[src/hw/rtl/bsfc_pkg.sv]
`default_nettype none
// ----------------------------------------------------------------------------
// bsfc_pkg
// Shared types and constants of the balance state feedback controller.
// ----------------------------------------------------------------------------
package bsfc_pkg;

    typedef enum logic [1:0] {
        MODE_IDLE = 2'd0,
        MODE_FLAT = 2'd1,
        MODE_BAL  = 2'd2
    } t_mode;

    // operand pairs of the shared multiplier
    typedef enum logic [2:0] {
        MUL_NONE   = 3'd0,
        MUL_ANGLE  = 3'd1,
        MUL_RATE   = 3'd2,
        MUL_WHEEL  = 3'd3,
        MUL_INTEG  = 3'd4,
        MUL_EULER  = 3'd5,
        MUL_MAG_LO = 3'd6,
        MUL_MAG_HI = 3'd7
    } t_mul_sel;

    typedef struct packed {
        logic     load_in;
        t_mul_sel mul_sel;
        logic     acc_gain;
        logic     integ_upd;
        logic     mag_load;
        logic     pacc_lo;
        logic     pacc_hi;
        logic     fin;
        logic     out_load;
        logic     out_bal;
        t_mode    out_mode;
    } t_dp_cmd;

    localparam int CfgIndexWidth = 3;

    localparam logic [CfgIndexWidth-1:0] CFG_GAIN_ANGLE    = 3'd0;
    localparam logic [CfgIndexWidth-1:0] CFG_GAIN_RATE     = 3'd1;
    localparam logic [CfgIndexWidth-1:0] CFG_GAIN_WHEEL    = 3'd2;
    localparam logic [CfgIndexWidth-1:0] CFG_GAIN_INTEGRAL = 3'd3;
    localparam logic [CfgIndexWidth-1:0] CFG_INV_MOTOR     = 3'd4;
    localparam logic [CfgIndexWidth-1:0] CFG_SAMPLE_PERIOD = 3'd5;
    localparam logic [CfgIndexWidth-1:0] CFG_CURRENT_LIMIT = 3'd6;

    localparam logic signed [31:0] RST_GAIN_ANGLE    = -32'sd293195;
    localparam logic signed [31:0] RST_GAIN_RATE     = -32'sd35009;
    localparam logic signed [31:0] RST_GAIN_WHEEL    = -32'sd695;
    localparam logic signed [31:0] RST_GAIN_INTEGRAL = 32'sd131;
    localparam logic [30:0]        RST_INV_MOTOR     = 31'd1622166;
    localparam logic [31:0]        RST_SAMPLE_PERIOD = 32'd4294967;
    localparam logic [30:0]        RST_CURRENT_LIMIT = 31'd983040;

endpackage
`default_nettype wire

[src/hw/rtl/bsfc_datapath.sv]
`default_nettype none
// ----------------------------------------------------------------------------
// bsfc_datapath
// Configuration registers, shared multiplier, accumulators and output payload.
// ----------------------------------------------------------------------------
module bsfc_datapath #(
    parameter int FRACTION_BITS = 16
) (
    input  wire logic                              i_clk,
    input  wire logic                              i_rst_n,
    input  wire logic                              i_cfg_we,
    input  wire logic [bsfc_pkg::CfgIndexWidth-1:0] i_cfg_index,
    input  wire logic [31:0]                       i_cfg_data,
    input  wire logic [95:0]                       i_in_data,
    input  wire bsfc_pkg::t_dp_cmd                 i_cmd,
    output logic      [31:0]                       o_demand,
    output logic                                   o_enable,
    output logic      [1:0]                        o_mode
);
    import bsfc_pkg::*;

    logic signed [31:0] r_gain_angle, r_gain_rate, r_gain_wheel, r_gain_integral;
    logic        [30:0] r_inv, r_lim;
    logic        [31:0] r_sp;

    logic signed [31:0] r_a, r_r, r_w;
    logic signed [31:0] r_integ;
    logic signed [65:0] r_prod;
    logic signed [63:0] r_sum;
    logic        [63:0] r_mag;
    logic               r_mneg, r_mzero;
    logic        [94:0] r_pacc;
    logic signed [63:0] r_v;
    logic        [31:0] r_out_demand;
    logic               r_out_enable;
    logic        [1:0]  r_out_mode;

    logic signed [32:0] op_a, op_b;
    logic signed [65:0] term_sh, neg_prod, incr;
    logic signed [34:0] integ_sum;
    logic signed [31:0] integ_sat;
    logic        [63:0] pm1, pos_v;
    logic               ovf;
    logic signed [63:0] lim64, n_v;
    logic        [31:0] n_demand;

    always_ff @(posedge i_clk) begin
        if (!i_rst_n) begin
            r_gain_angle    <= RST_GAIN_ANGLE;
            r_gain_rate     <= RST_GAIN_RATE;
            r_gain_wheel    <= RST_GAIN_WHEEL;
            r_gain_integral <= RST_GAIN_INTEGRAL;
            r_inv           <= RST_INV_MOTOR;
            r_sp            <= RST_SAMPLE_PERIOD;
            r_lim           <= RST_CURRENT_LIMIT;
        end else if (i_cfg_we) begin
            case (i_cfg_index)
                CFG_GAIN_ANGLE:    r_gain_angle    <= i_cfg_data;
                CFG_GAIN_RATE:     r_gain_rate     <= i_cfg_data;
                CFG_GAIN_WHEEL:    r_gain_wheel    <= i_cfg_data;
                CFG_GAIN_INTEGRAL: r_gain_integral <= i_cfg_data;
                CFG_INV_MOTOR:     r_inv           <= i_cfg_data[30:0];
                CFG_SAMPLE_PERIOD: r_sp            <= i_cfg_data;
                CFG_CURRENT_LIMIT: r_lim           <= i_cfg_data[30:0];
                default: ;
            endcase
        end
    end

    always_comb begin
        case (i_cmd.mul_sel)
            MUL_ANGLE: begin
                op_a = {r_gain_angle[31], r_gain_angle};
                op_b = {r_a[31], r_a};
            end
            MUL_RATE: begin
                op_a = {r_gain_rate[31], r_gain_rate};
                op_b = {r_r[31], r_r};
            end
            MUL_WHEEL: begin
                op_a = {r_gain_wheel[31], r_gain_wheel};
                op_b = {r_w[31], r_w};
            end
            MUL_INTEG: begin
                op_a = {r_gain_integral[31], r_gain_integral};
                op_b = {r_integ[31], r_integ};
            end
            MUL_EULER: begin
                op_a = {r_w[31], r_w};
                op_b = {1'b0, r_sp};
            end
            MUL_MAG_LO: begin
                op_a = {1'b0, r_mag[31:0]};
                op_b = {2'b00, r_inv};
            end
            MUL_MAG_HI: begin
                op_a = {1'b0, r_mag[63:32]};
                op_b = {2'b00, r_inv};
            end
            default: begin
                op_a = '0;
                op_b = '0;
            end
        endcase
    end

    // floored gain term, forward euler increment and saturated integral
    always_comb begin
        term_sh   = r_prod >>> FRACTION_BITS;
        neg_prod  = -r_prod;
        incr      = neg_prod >>> 32;
        integ_sum = {{3{r_integ[31]}}, r_integ} + incr[34:0];
        if (integ_sum > 35'sd2147483647)
            integ_sat = 32'sh7fffffff;
        else if (integ_sum < -35'sd2147483648)
            integ_sat = 32'sh80000000;
        else
            integ_sat = integ_sum[31:0];
    end

    // floor of the signed current product, from its magnitude
    always_comb begin
        ovf   = |r_pacc[94:63];
        pm1   = r_pacc[63:0] - 64'd1;
        pos_v = r_pacc[63:0] >> FRACTION_BITS;
        lim64 = {33'b0, r_lim};
        if (r_mzero || r_inv == '0)
            n_v = '0;
        else if (ovf)
            n_v = r_mneg ? -lim64 : lim64;
        else if (r_mneg)
            n_v = ~(pm1 >> FRACTION_BITS);
        else
            n_v = pos_v;
    end

    always_comb begin
        if (!i_cmd.out_bal)
            n_demand = '0;
        else if (r_v > lim64)
            n_demand = {1'b0, r_lim};
        else if (r_v < -lim64)
            n_demand = -{1'b0, r_lim};
        else
            n_demand = r_v[31:0];
    end

    always_ff @(posedge i_clk) begin
        if (!i_rst_n) begin
            r_integ <= '0;
        end else if (i_cmd.integ_upd) begin
            r_integ <= integ_sat;
        end
    end

    always_ff @(posedge i_clk) begin
        r_prod <= op_a * op_b;
        if (i_cmd.load_in) begin
            r_a   <= i_in_data[31:0];
            r_r   <= i_in_data[63:32];
            r_w   <= i_in_data[95:64];
            r_sum <= '0;
        end
        if (i_cmd.acc_gain)
            r_sum <= r_sum + term_sh[63:0];
        if (i_cmd.mag_load) begin
            // torque demand is the negated sum
            r_mag   <= r_sum[63] ? 64'(-r_sum) : 64'(r_sum);
            r_mneg  <= !r_sum[63] && (r_sum != '0);
            r_mzero <= (r_sum == '0);
        end
        if (i_cmd.pacc_lo)
            r_pacc <= {31'b0, r_prod[63:0]};
        if (i_cmd.pacc_hi)
            r_pacc <= r_pacc + {r_prod[62:0], 32'b0};
        if (i_cmd.fin)
            r_v <= n_v;
        if (i_cmd.out_load) begin
            r_out_demand <= n_demand;
            r_out_enable <= (i_cmd.out_mode != MODE_IDLE);
            r_out_mode   <= i_cmd.out_mode;
        end
    end

    assign o_demand = r_out_demand;
    assign o_enable = r_out_enable;
    assign o_mode   = r_out_mode;

endmodule
`default_nettype wire

[src/hw/rtl/bsfc_controller.sv]
`default_nettype none
// ----------------------------------------------------------------------------
// bsfc_controller
// Tick sequencer and operating mode machine; drives the datapath commands.
// ----------------------------------------------------------------------------
module bsfc_controller (
    input  wire logic              i_clk,
    input  wire logic              i_rst_n,
    input  wire logic              i_in_valid,
    output logic                   o_in_ready,
    input  wire logic              i_in_button,
    output logic                   o_out_valid,
    input  wire logic              i_out_ready,
    output bsfc_pkg::t_dp_cmd      o_cmd
);
    import bsfc_pkg::*;

    typedef enum logic [3:0] {
        S_IN, S_M0, S_M1, S_M2, S_M3, S_M4, S_M5, S_P0, S_P1, S_P2, S_FIN, S_OUT
    } t_state;

    t_state r_state, n_state;
    t_mode  r_mode, n_mode;
    logic   r_bal, n_bal;
    logic   r_out_valid, n_out_valid;
    logic   in_acc, out_free;

    assign in_acc   = (r_state == S_IN) && i_in_valid;
    assign out_free = !r_out_valid || i_out_ready;

    always_comb begin
        n_state     = r_state;
        n_mode      = r_mode;
        n_bal       = r_bal;
        n_out_valid = r_out_valid && !i_out_ready;
        case (r_state)
            S_IN: begin
                if (i_in_valid) begin
                    n_state = S_M0;
                    n_bal   = (r_mode == MODE_BAL);
                    case (r_mode)
                        MODE_FLAT: n_mode = i_in_button ? MODE_BAL : MODE_FLAT;
                        MODE_BAL:  n_mode = i_in_button ? MODE_FLAT : MODE_BAL;
                        default:   n_mode = i_in_button ? MODE_FLAT : MODE_IDLE;
                    endcase
                end
            end
            S_M0:  n_state = S_M1;
            S_M1:  n_state = S_M2;
            S_M2:  n_state = S_M3;
            S_M3:  n_state = S_M4;
            S_M4:  n_state = S_M5;
            S_M5:  n_state = S_P0;
            S_P0:  n_state = S_P1;
            S_P1:  n_state = S_P2;
            S_P2:  n_state = S_FIN;
            S_FIN: n_state = S_OUT;
            S_OUT: begin
                if (out_free) begin
                    n_state     = S_IN;
                    n_out_valid = 1'b1;
                end
            end
            default: n_state = S_IN;
        endcase
    end

    always_ff @(posedge i_clk) begin
        if (!i_rst_n) begin
            r_state     <= S_IN;
            r_mode      <= MODE_IDLE;
            r_bal       <= 1'b0;
            r_out_valid <= 1'b0;
        end else begin
            r_state     <= n_state;
            r_mode      <= n_mode;
            r_bal       <= n_bal;
            r_out_valid <= n_out_valid;
        end
    end

    always_comb begin
        o_cmd          = '0;
        o_cmd.mul_sel  = MUL_NONE;
        o_cmd.load_in  = in_acc;
        o_cmd.out_bal  = r_bal;
        o_cmd.out_mode = r_mode;
        case (r_state)
            S_M0: o_cmd.mul_sel = MUL_ANGLE;
            S_M1: begin
                o_cmd.mul_sel  = MUL_RATE;
                o_cmd.acc_gain = 1'b1;
            end
            S_M2: begin
                o_cmd.mul_sel  = MUL_WHEEL;
                o_cmd.acc_gain = 1'b1;
            end
            S_M3: begin
                // integral term uses the value from before this tick
                o_cmd.mul_sel  = MUL_INTEG;
                o_cmd.acc_gain = 1'b1;
            end
            S_M4: begin
                o_cmd.mul_sel  = MUL_EULER;
                o_cmd.acc_gain = 1'b1;
            end
            S_M5: begin
                o_cmd.integ_upd = 1'b1;
                o_cmd.mag_load  = 1'b1;
            end
            S_P0: o_cmd.mul_sel = MUL_MAG_LO;
            S_P1: begin
                o_cmd.mul_sel = MUL_MAG_HI;
                o_cmd.pacc_lo = 1'b1;
            end
            S_P2:  o_cmd.pacc_hi  = 1'b1;
            S_FIN: o_cmd.fin      = 1'b1;
            S_OUT: o_cmd.out_load = out_free;
            default: ;
        endcase
    end

    assign o_in_ready  = (r_state == S_IN);
    assign o_out_valid = r_out_valid;

endmodule
`default_nettype wire

[src/hw/rtl/balance_state_feedback_controller.sv]
`default_nettype none
// ----------------------------------------------------------------------------
// balance_state_feedback_controller
// State feedback balance controller with integral action on wheel speed.
// ----------------------------------------------------------------------------
// One input beat is one control tick and gives one output beat. After input
// acceptance a tick steps through states S_M0 to S_M5, S_P0 to S_P2 and
// S_FIN, and its result is loaded into the output register in S_OUT; no new
// beat is accepted until then, and S_OUT waits while the output is full. The
// sequence is set by a single shared 33x33 multiplier that forms seven
// products in turn: four gain products, the euler increment of the wheel
// integral and two partial products of the current conversion.
// A new tick is accepted while the previous result still waits on the output.
// Configuration writes are always ready; write registers only between ticks,
// while no tick is in flight, so that a tick sees one consistent set.
// ----------------------------------------------------------------------------
module balance_state_feedback_controller #(
    parameter int FRACTION_BITS = 16
) (
    input  wire logic                               i_clk,
    input  wire logic                               i_rst_n,
    input  wire logic                               s_axis_tvalid,
    output logic                                    s_axis_tready,
    input  wire logic [95:0]                        s_axis_tdata,  // body_angle, gyro_rate, wheel_speed
    input  wire logic [0:0]                         s_axis_tuser,  // button_event
    output logic                                    m_axis_tvalid,
    input  wire logic                               m_axis_tready,
    output logic      [31:0]                        m_axis_tdata,  // current_demand
    output logic      [2:0]                         m_axis_tuser,  // motor_enable, mode
    input  wire logic                               i_cfg_valid,
    output logic                                    o_cfg_ready,
    input  wire logic [bsfc_pkg::CfgIndexWidth-1:0] i_cfg_index,
    input  wire logic [31:0]                        i_cfg_data
);
    import bsfc_pkg::*;

    t_dp_cmd     cmd;
    logic [31:0] demand;
    logic        enable;
    logic [1:0]  mode;

    assign o_cfg_ready = 1'b1;

    bsfc_controller u_ctrl (
        .i_clk       (i_clk),
        .i_rst_n     (i_rst_n),
        .i_in_valid  (s_axis_tvalid),
        .o_in_ready  (s_axis_tready),
        .i_in_button (s_axis_tuser[0]),
        .o_out_valid (m_axis_tvalid),
        .i_out_ready (m_axis_tready),
        .o_cmd       (cmd)
    );

    bsfc_datapath #(
        .FRACTION_BITS (FRACTION_BITS)
    ) u_dp (
        .i_clk       (i_clk),
        .i_rst_n     (i_rst_n),
        .i_cfg_we    (i_cfg_valid),
        .i_cfg_index (i_cfg_index),
        .i_cfg_data  (i_cfg_data),
        .i_in_data   (s_axis_tdata),
        .i_cmd       (cmd),
        .o_demand    (demand),
        .o_enable    (enable),
        .o_mode      (mode)
    );

    assign m_axis_tdata = demand;
    assign m_axis_tuser = {mode, enable};

endmodule
`default_nettype wire
[config.mk]
export PLATFORM = sky130hd
export DESIGN_NAME = balance_state_feedback_controller
export DESIGN_NICKNAME = d
export VERILOG_FILES = /design/src/hw/rtl/bsfc_pkg.sv /design/src/hw/rtl/bsfc_datapath.sv /design/src/hw/rtl/bsfc_controller.sv /design/src/hw/rtl/balance_state_feedback_controller.sv
export SDC_FILE = /design/constraint.sdc
export NUM_CORES = 2
export LEC_CHECK = 0
export BUFFER_PORTS_ARGS = -buffer_cell sky130_fd_sc_hd__buf_2
export CAP_MARGIN = 40
export CORE_MARGIN = 1.5
export CORE_UTILIZATION = 55
export DETAILED_ROUTE_END_ITERATION = 6
export GPL_ROUTABILITY_DRIVEN = 0
export PLACE_DENSITY = 0.81
export SLEW_MARGIN = 20
export SYNTH_ARGS = -nofsm -noshare
export SYNTH_HDL_FRONTEND = slang
export SYNTH_SLANG_ARGS = --single-unit
[constraint.sdc]
create_clock -name i_clk -period 26.7 [get_ports i_clk]
set_clock_uncertainty 0.2 [all_clocks]
set_input_delay 4.005 -clock i_clk [delete_from_list [all_inputs] [get_ports i_clk]]
set_output_delay 4.005 -clock i_clk [all_outputs]
set_load 0.05 [all_outputs]
-- Word-level counts from Yosys, hierarchy flattened
Cells that the tools add are included.
- bits in registers: 748
- word-level logic and storage cells: 129
- bits of input ports: 137
- output and inout port bits: 38
- bitwise logic cells: 2
- muxes and demuxes: 30
- $lt $le $gt $ge: 4
- multipliers: 1
- add/sub/neg operators: 8
- equal/unequal tests: 28
- reduce and logical (&&, ||, !) cells: 29
- operator list (operator ; number):
    two-way mux 64 bit ; 5
    case mux 33 bit (7 select lines) ; 1
    case mux 33 bit (6 select lines) ; 1
    two-way mux 95 bit ; 2
    two-way mux 32 bit ; 3
    adder 95 bit ; 1
    multiplier 33 x 33 -> 66 bit ; 1
    negation 66 bit ; 1
    adder 64 bit ; 1
    greater-than comparator 64 x 32 -> 1 bit ; 1
    logical NOT 64 bit ; 1
    less-than comparator 64 bit ; 1
    negation 31 -> 64 bit ; 1
    negation 64 bit ; 1
    NOT 48 -> 64 bit ; 1
    nonzero test 64 bit ; 1
    subtractor 64 x 1 -> 64 bit, second input constant ; 1
    two-way mux 63 bit ; 1
    case mux 4 bit (12 select lines) ; 1
    adder 32 x 34 -> 35 bit ; 1
    greater-than comparator 35 x 32 -> 1 bit, second input constant ; 1
    less-than comparator 35 x 32 -> 1 bit, second input constant ; 1
    negation 31 -> 32 bit ; 1
    OR reduction 32 bit ; 1
    28 further kinds ; 71

-- Logic depth before layout (Yosys ltp)
- word-level depth: 6
- mapped depth: 38
- gate-level depth less buffers: 33

-- Hierarchy
From an unflattened synthesis, not the netlist that was laid out.
- cell total of the unflattened synthesis: 8825
- area total of the unflattened synthesis: 81490.7 sq um
- by module, submodules not included (module ; area an instance (sq um) ; sequential area each (sq um) ; cells an instance ; instances):
    bsfc_datapath ; 80921.4 ; 19018.2 ; 8749 ; 1
    bsfc_controller ; 550.5 ; 160.2 ; 73 ; 1
    balance_state_feedback_controller ; 18.8 ; 0.0 ; 3 ; 1

-- Worst setup path before layout
No wires, ideal clock.
- path kind: register -> register
- start: register u_ctrl.r_state[2]
- end: register u_dp.r_prod[65]
- data arrival time: 10.143 ns
- period minus slack after synthesis: 10.415 ns
- setup slack: 16.285 ns
- data required time: 26.428 ns
- buffers on the path: 5
- library setup time: 0.072 ns
- stages on the path, launching flop included: 36
- path through: dfxtp_1 > clkbuf_1 > nor2_1 > nand2_1 > nor2_1 > clkbuf_1 > clkbuf_1 > a222oi_1 > nand4_1 > clkbuf_1 > nand2_1 > fa_1 > inv_1 > fa_1 > inv_1 > fa_1 > inv_1 > fa_1 > fa_1 > fa_1 > fa_1 > inv_1 > fa_1 > inv_1 > ha_1 > clkbuf_1 > nand4_1 > or3_1 > nand2b_1 > a311oi_1 > nor3_1 > o211a_1 > o41ai_1 > o21ai_0 > o41ai_1 > xnor2_1
- cells in the longest elaborated chain, start to end: 6
- elaborated cells on any way between the ends: 19
- those cells by class: 1 x mul; 14 x eq/ne; 3 x mux; 1 x reduce/logical
- RTL lines (what ; line ; text):
    start: declaration ; bsfc_controller.sv:22 ; t_state r_state, n_state;
    start signal: assignment ; bsfc_controller.sv:75 ; r_state <= n_state;
    equality test 4 bit (tied with other cells) ; bsfc_controller.sv:88 ; case (r_state)
    case mux 3 bit (7 select lines) (*) ; bsfc_controller.sv:88 ;
    equality test 3 bit ; bsfc_datapath.sv:71 ; case (i_cmd.mul_sel)
    OR reduction 2 bit (no source line) ; n/a ;
    case mux 33 bit (6 select lines) ; bsfc_datapath.sv:71 ;
    multiplier 33 x 33 -> 66 bit (*) ; bsfc_datapath.sv:157 ; r_prod <= op_a * op_b;
    end signal: assignment ; bsfc_datapath.sv:157 ;
    end: declaration ; bsfc_datapath.sv:28 ; logic signed [65:0] r_prod;
Mark *: on every way between the ends. The rest lies on a longest branch, timed or not.
A chain may end at the register's enable or synchronous reset.

-- Worst setup path after layout
- start: register u_ctrl.r_state[3]
- end: register u_dp.r_prod[65]
The elaborated chain is that of the path after synthesis.

==> out/qor.txt <==
STATUS
----------------------------------------------------------------------------------------
Status                                                                      finished, violations left
Failing checks                                                                       DRC

PLACE
----------------------------------------------------------------------------------------
Count of input and output buffers                                                    173
Total half-perimeter wirelength after legalization and detailed placement       210.2 mm
Placed insts                                                                      10,840
Worst Setup Slack post-DPL                                                     14,910 ps

LOGIC SYNTHESIS
----------------------------------------------------------------------------------------
Cell with the most instances after synthesis                                sky130_fd_sc_hd__inv_1
Simple-gate share of the synthesized area                                         0.1653
Main combinational cell family by area after synthesis                       adder cells
Number of distinct standard cells referenced by the synthesized netlist               85
Flip-flop and latch count after synthesis                                            748
Number of flops mapped to enable cells by yosys                                      420
Part of the Yosys area used for sequential elements                               0.2347
Synthesized-area fraction occupied by xor and xnor cells                         0.04083
Area fraction of the dominant cell type after synthesis                           0.2812
Gate count after technology mapping                                                9,080
Adder-cell area share of the yosys netlist                                        0.3541
Largest cells by area after synthesis                                       sky130_fd_sc_hd__fa_1, sky130_fd_sc_hd__edfxtp_1, sky130_fd_sc_hd__dfxtp_1
Main flop type after synthesis                                              sky130_fd_sc_hd__edfxtp_1
Commonest cells in the synthesized netlist                                  sky130_fd_sc_hd__inv_1, sky130_fd_sc_hd__nand2_1, sky130_fd_sc_hd__fa_1, sky130_fd_sc_hd__nor2_1, sky130_fd_sc_hd__ha_1
Async S/R FF share, synth                                                              0
Net Count, Synth                                                                  10,840
YS warnings                                                                            0
Proportion of synthesized area in mux cells                                     0.003904
Area of the mapped netlist                                                  81,730 sq um
Area leader, netlist                                                        sky130_fd_sc_hd__fa_1
Mean cell area of the mapped netlist                                         9.001 sq um
Area fraction in compound gates after synthesis                                   0.1165

SETUP PATH
----------------------------------------------------------------------------------------
Path type of the worst setup path                                           flop to flop
Worst stage delay on the critical path                                            730 ps
Minimum setup slack among reg-to-reg paths                                     14,490 ps
Slowest stage cell, crit path                                               sky130_fd_sc_hd__clkinv_1
Number of cells on the worst reg-to-reg path                                          32
Startpoint type of the worst setup path                                             flop
Crit path DAT                                                                  12,620 ps
Top cell family by delay on the critical path                                adder cells
Element type at the critical path end                                               flop
Origin of the critical flop-to-flop path                                    u_ctrl.r_state[3]$_SDFFE_PN0P_
Worst reg2reg endpoint                                                      u_dp.r_prod[65]$_DFF_P_
Worst path bufs/invs                                                                   7
Cell repeated most along the worst path                                     sky130_fd_sc_hd__fa_1
Largest fanout of any net on the critical path                                        64
Worst path required time                                                       27,110 ps

TIMING
----------------------------------------------------------------------------------------
Max-slew violation count                                                               0
Unrepaired setup endpoints after global routing                                    false
Final period util                                                                 0.4575
Highest achievable clock rate                                                  81.87 MHz
Final worst hold slack                                                          266.9 ps
Max transition margin                                                             0.2811
Least-Margin Pin Slew                                                            1078 ps
Crit path time final                                                           12,210 ps
Post-route setup slack                                                         14,490 ps
Final hold viol count                                                                  0
Endpoints failing setup                                                                0
Sum Neg Setup Slack                                                                 0 ps

ROUTE
----------------------------------------------------------------------------------------
Drt first-iter violations                                                          9,835
Detailed Routing Iterations Pass 1                                                     7
Met3 Routed Length                                                              46.97 mm
Number of nets still failing antenna checks after routing                              0
Highest routed layer                                                                met5
Total wire length                                                               279.7 mm
Post-DR wirelength/cell                                                         25.35 um
Via-per-instance ratio                                                             6.432
Total met2 wirelength after detailed routing                                    113.6 mm
Post-route DRC                                                                        90
Count of vias placed by the detailed router                                       70,980
Routed length on met1                                                           93.30 mm

CELLS AND AREA
----------------------------------------------------------------------------------------
# nets final                                                                      10,760
Number of filler instances in the final layout                                    11,910
Filler-free cell count of the finished design                                     11,030
Synth-to-layout area growth                                                       7.157%
Share of cells above drive strength 1                                            0.06430

CLOCK NETWORK
----------------------------------------------------------------------------------------
Number of setup buffers added after CTS                                                0
Clock Tree Buf Depth                                                                   3
Level count of the clock H-tree                                                        3
Sink Count                                                                           748
Hold-fix buffers, CTS                                                                  0
Resized cells post-CTS                                                                 0
Clock buffers created by TritonCTS                                                    76
Cell at the root of the clock tree                                          sky130_fd_sc_hd__clkbuf_16
Clock latency on the worst-skew pair                                              700 ps
CTS tree                                                                           built
Clock-pin slew on the worst setup and hold paths                                   60 ps

DIE
----------------------------------------------------------------------------------------
Effective utilization at floorplan                                                0.5535
Die Footprint                                                               150,900 sq um
Floorplan die width                                                             388.5 um
Core footprint                                                              147,700 sq um
Chip height                                                                     388.5 um
FP Rows                                                                              141
Top-Level Pins                                                                       175

HOLD PATH
----------------------------------------------------------------------------------------
Hold Crit Endpoint                                                          u_dp.r_gain_integral[29]$_SDFFE_PN0P_
Hold Crit Start                                                             u_dp.r_gain_integral[29]$_SDFFE_PN0P_
Hold path cells                                                                        2
HP Class                                                                    flop to flop

GLOBAL ROUTE
----------------------------------------------------------------------------------------
Remaining global-route overflow                                                        0
All-layer global routing usage                                                    0.3692
Via count of the first global-routing pass                                        70,640
Wire length of the first global-routing pass                                    421.7 mm
Maximum number of pins on one net before global-route repair                         132
Number of antenna violations at the first check in global routing                     39

JOB
----------------------------------------------------------------------------------------
Max-cap check violation count                                                          0

[registers in the layout (all words and copies together), names as in the netlist, 2 cells and up]
name                  count
u_dp.r_mag               64
u_ctrl.r_mode             2
u_dp.r_v                 64
u_dp.r_gain_wheel        32
u_ctrl.r_state            4
u_dp.r_integ             32
u_dp.o_mode               2
u_dp.r_prod              66
u_dp.r_lim               31
u_dp.r_w                 32
u_dp.r_sum               64
u_dp.r_sp                32
u_dp.r_a                 32
u_dp.r_r                 32
u_dp.r_inv               31
u_dp.r_gain_integral     32
u_dp.r_gain_angle        32
u_dp.o_demand            32
u_dp.r_gain_rate         32
u_dp.r_pacc              95
[worst register-to-register path: cells and delay by family (launching register included)]
| family | cells | cell delay [ps] |
|---|---|---|
| adder cells (fa/ha/maj) | 9 | 4360 |
| XOR/XNOR | 1 | 160 |
| buffers and inverters | 7 | 2300 |
| AND/OR/NAND/NOR | 8 | 1940 |
| AO/OA/AOI/OAI | 7 | 2570 |
| flip-flops | 1 | 640 |
[per-stage QoR]
stage,util,area [sq um]
4_1_cts,0.5908,87230
3_3_place_gp,0.5714,84370
5_1_grt,0.5926,87500
2_1_floorplan,-,81730
6_report,0.5931,87580
3_5_place_dp,0.5733,84650
[layout make-up]
class / instances / area, sq um / share of cell area
clock inverter: 45 / 503.0 / 0.005743
sequential: 748 / 19180 / 0.2190
clock buffer: 97 / 2082 / 0.02377
multi-input combinational: 6491 / 55850 / 0.6377
antenna: 37 / 92.59 / 0.001057
tap: 1930 / 2415 / 0.02757
inverter: 1345 / 5052 / 0.05769
timing repair buffer: 341 / 2409 / 0.02750
[cells in the final DEF, fill, tap and decap left out, drive strengths merged, types with 37 or more instances in the layout]
cell type,Yosys,layout
a211oi,60,60
a21boi,134,134
a21o,170,170
a21oi,319,319
a222oi,61,61
a22oi,62,62
a31oi,41,41
and2,54,54
and4,50,50
buf,23,339
clkbuf,473,99
dfxtp,328,328
diode,0,37
edfxtp,420,420
fa,1148,1148
ha,476,476
inv,1342,1347
nand2,1316,1316
nand2b,74,74
nand3,182,182
nand4,106,106
nor2,846,846
nor2b,74,74
nor3,105,105
nor4,71,71
o21ai,262,262
o31ai,47,47
or3,40,40
xnor2,267,267
xor2,114,114
[cell families (layout without fill, tap and decap cells)]
family,after synthesis,in the layout
and+or+nand+nor,3040,3040
muxes,29,29
buffers and inverters,1841,1828
AOI/OAI and AO/OA,1416,1416
adders and majority gates,1624,1624
DFF,748,748
other,1,38
xor gates and xnor gates,381,381
[how the worst max path moves through the flow]
stage                                   startpoint                      end  slack (ps)  cells past startpoint
detailed placement  u_ctrl.r_state[0]$_SDFFE_PN0P_  u_dp.r_prod[65]$_DFF_P_       14910                     33
CTS                 u_ctrl.r_state[0]$_SDFFE_PN0P_  u_dp.r_prod[65]$_DFF_P_       14890                     33
global placement    u_ctrl.r_state[0]$_SDFFE_PN0P_  u_dp.r_prod[65]$_DFF_P_       15230                     32
finish              u_ctrl.r_state[3]$_SDFFE_PN0P_  u_dp.r_prod[65]$_DFF_P_       14490                     32
floorplan           u_ctrl.r_state[2]$_SDFFE_PN0P_  u_dp.r_prod[65]$_DFF_P_       16280                     35
global route        u_ctrl.r_state[0]$_SDFFE_PN0P_  u_dp.r_prod[65]$_DFF_P_       14090                     34
[per-layer routing]
metal | track usage | vias to the layer above
met5 | 0.0009569 | -
met4 | 0.2774 | 22
met3 | 0.1622 | 1552
met2 | 0.5171 | 5704
met1 | 0.4473 | 34200
li1 | - | 29500
Power is left out: the tool's default activity adds up to more than one toggle a clock period on the data nets, which glitch-free logic cannot reach.
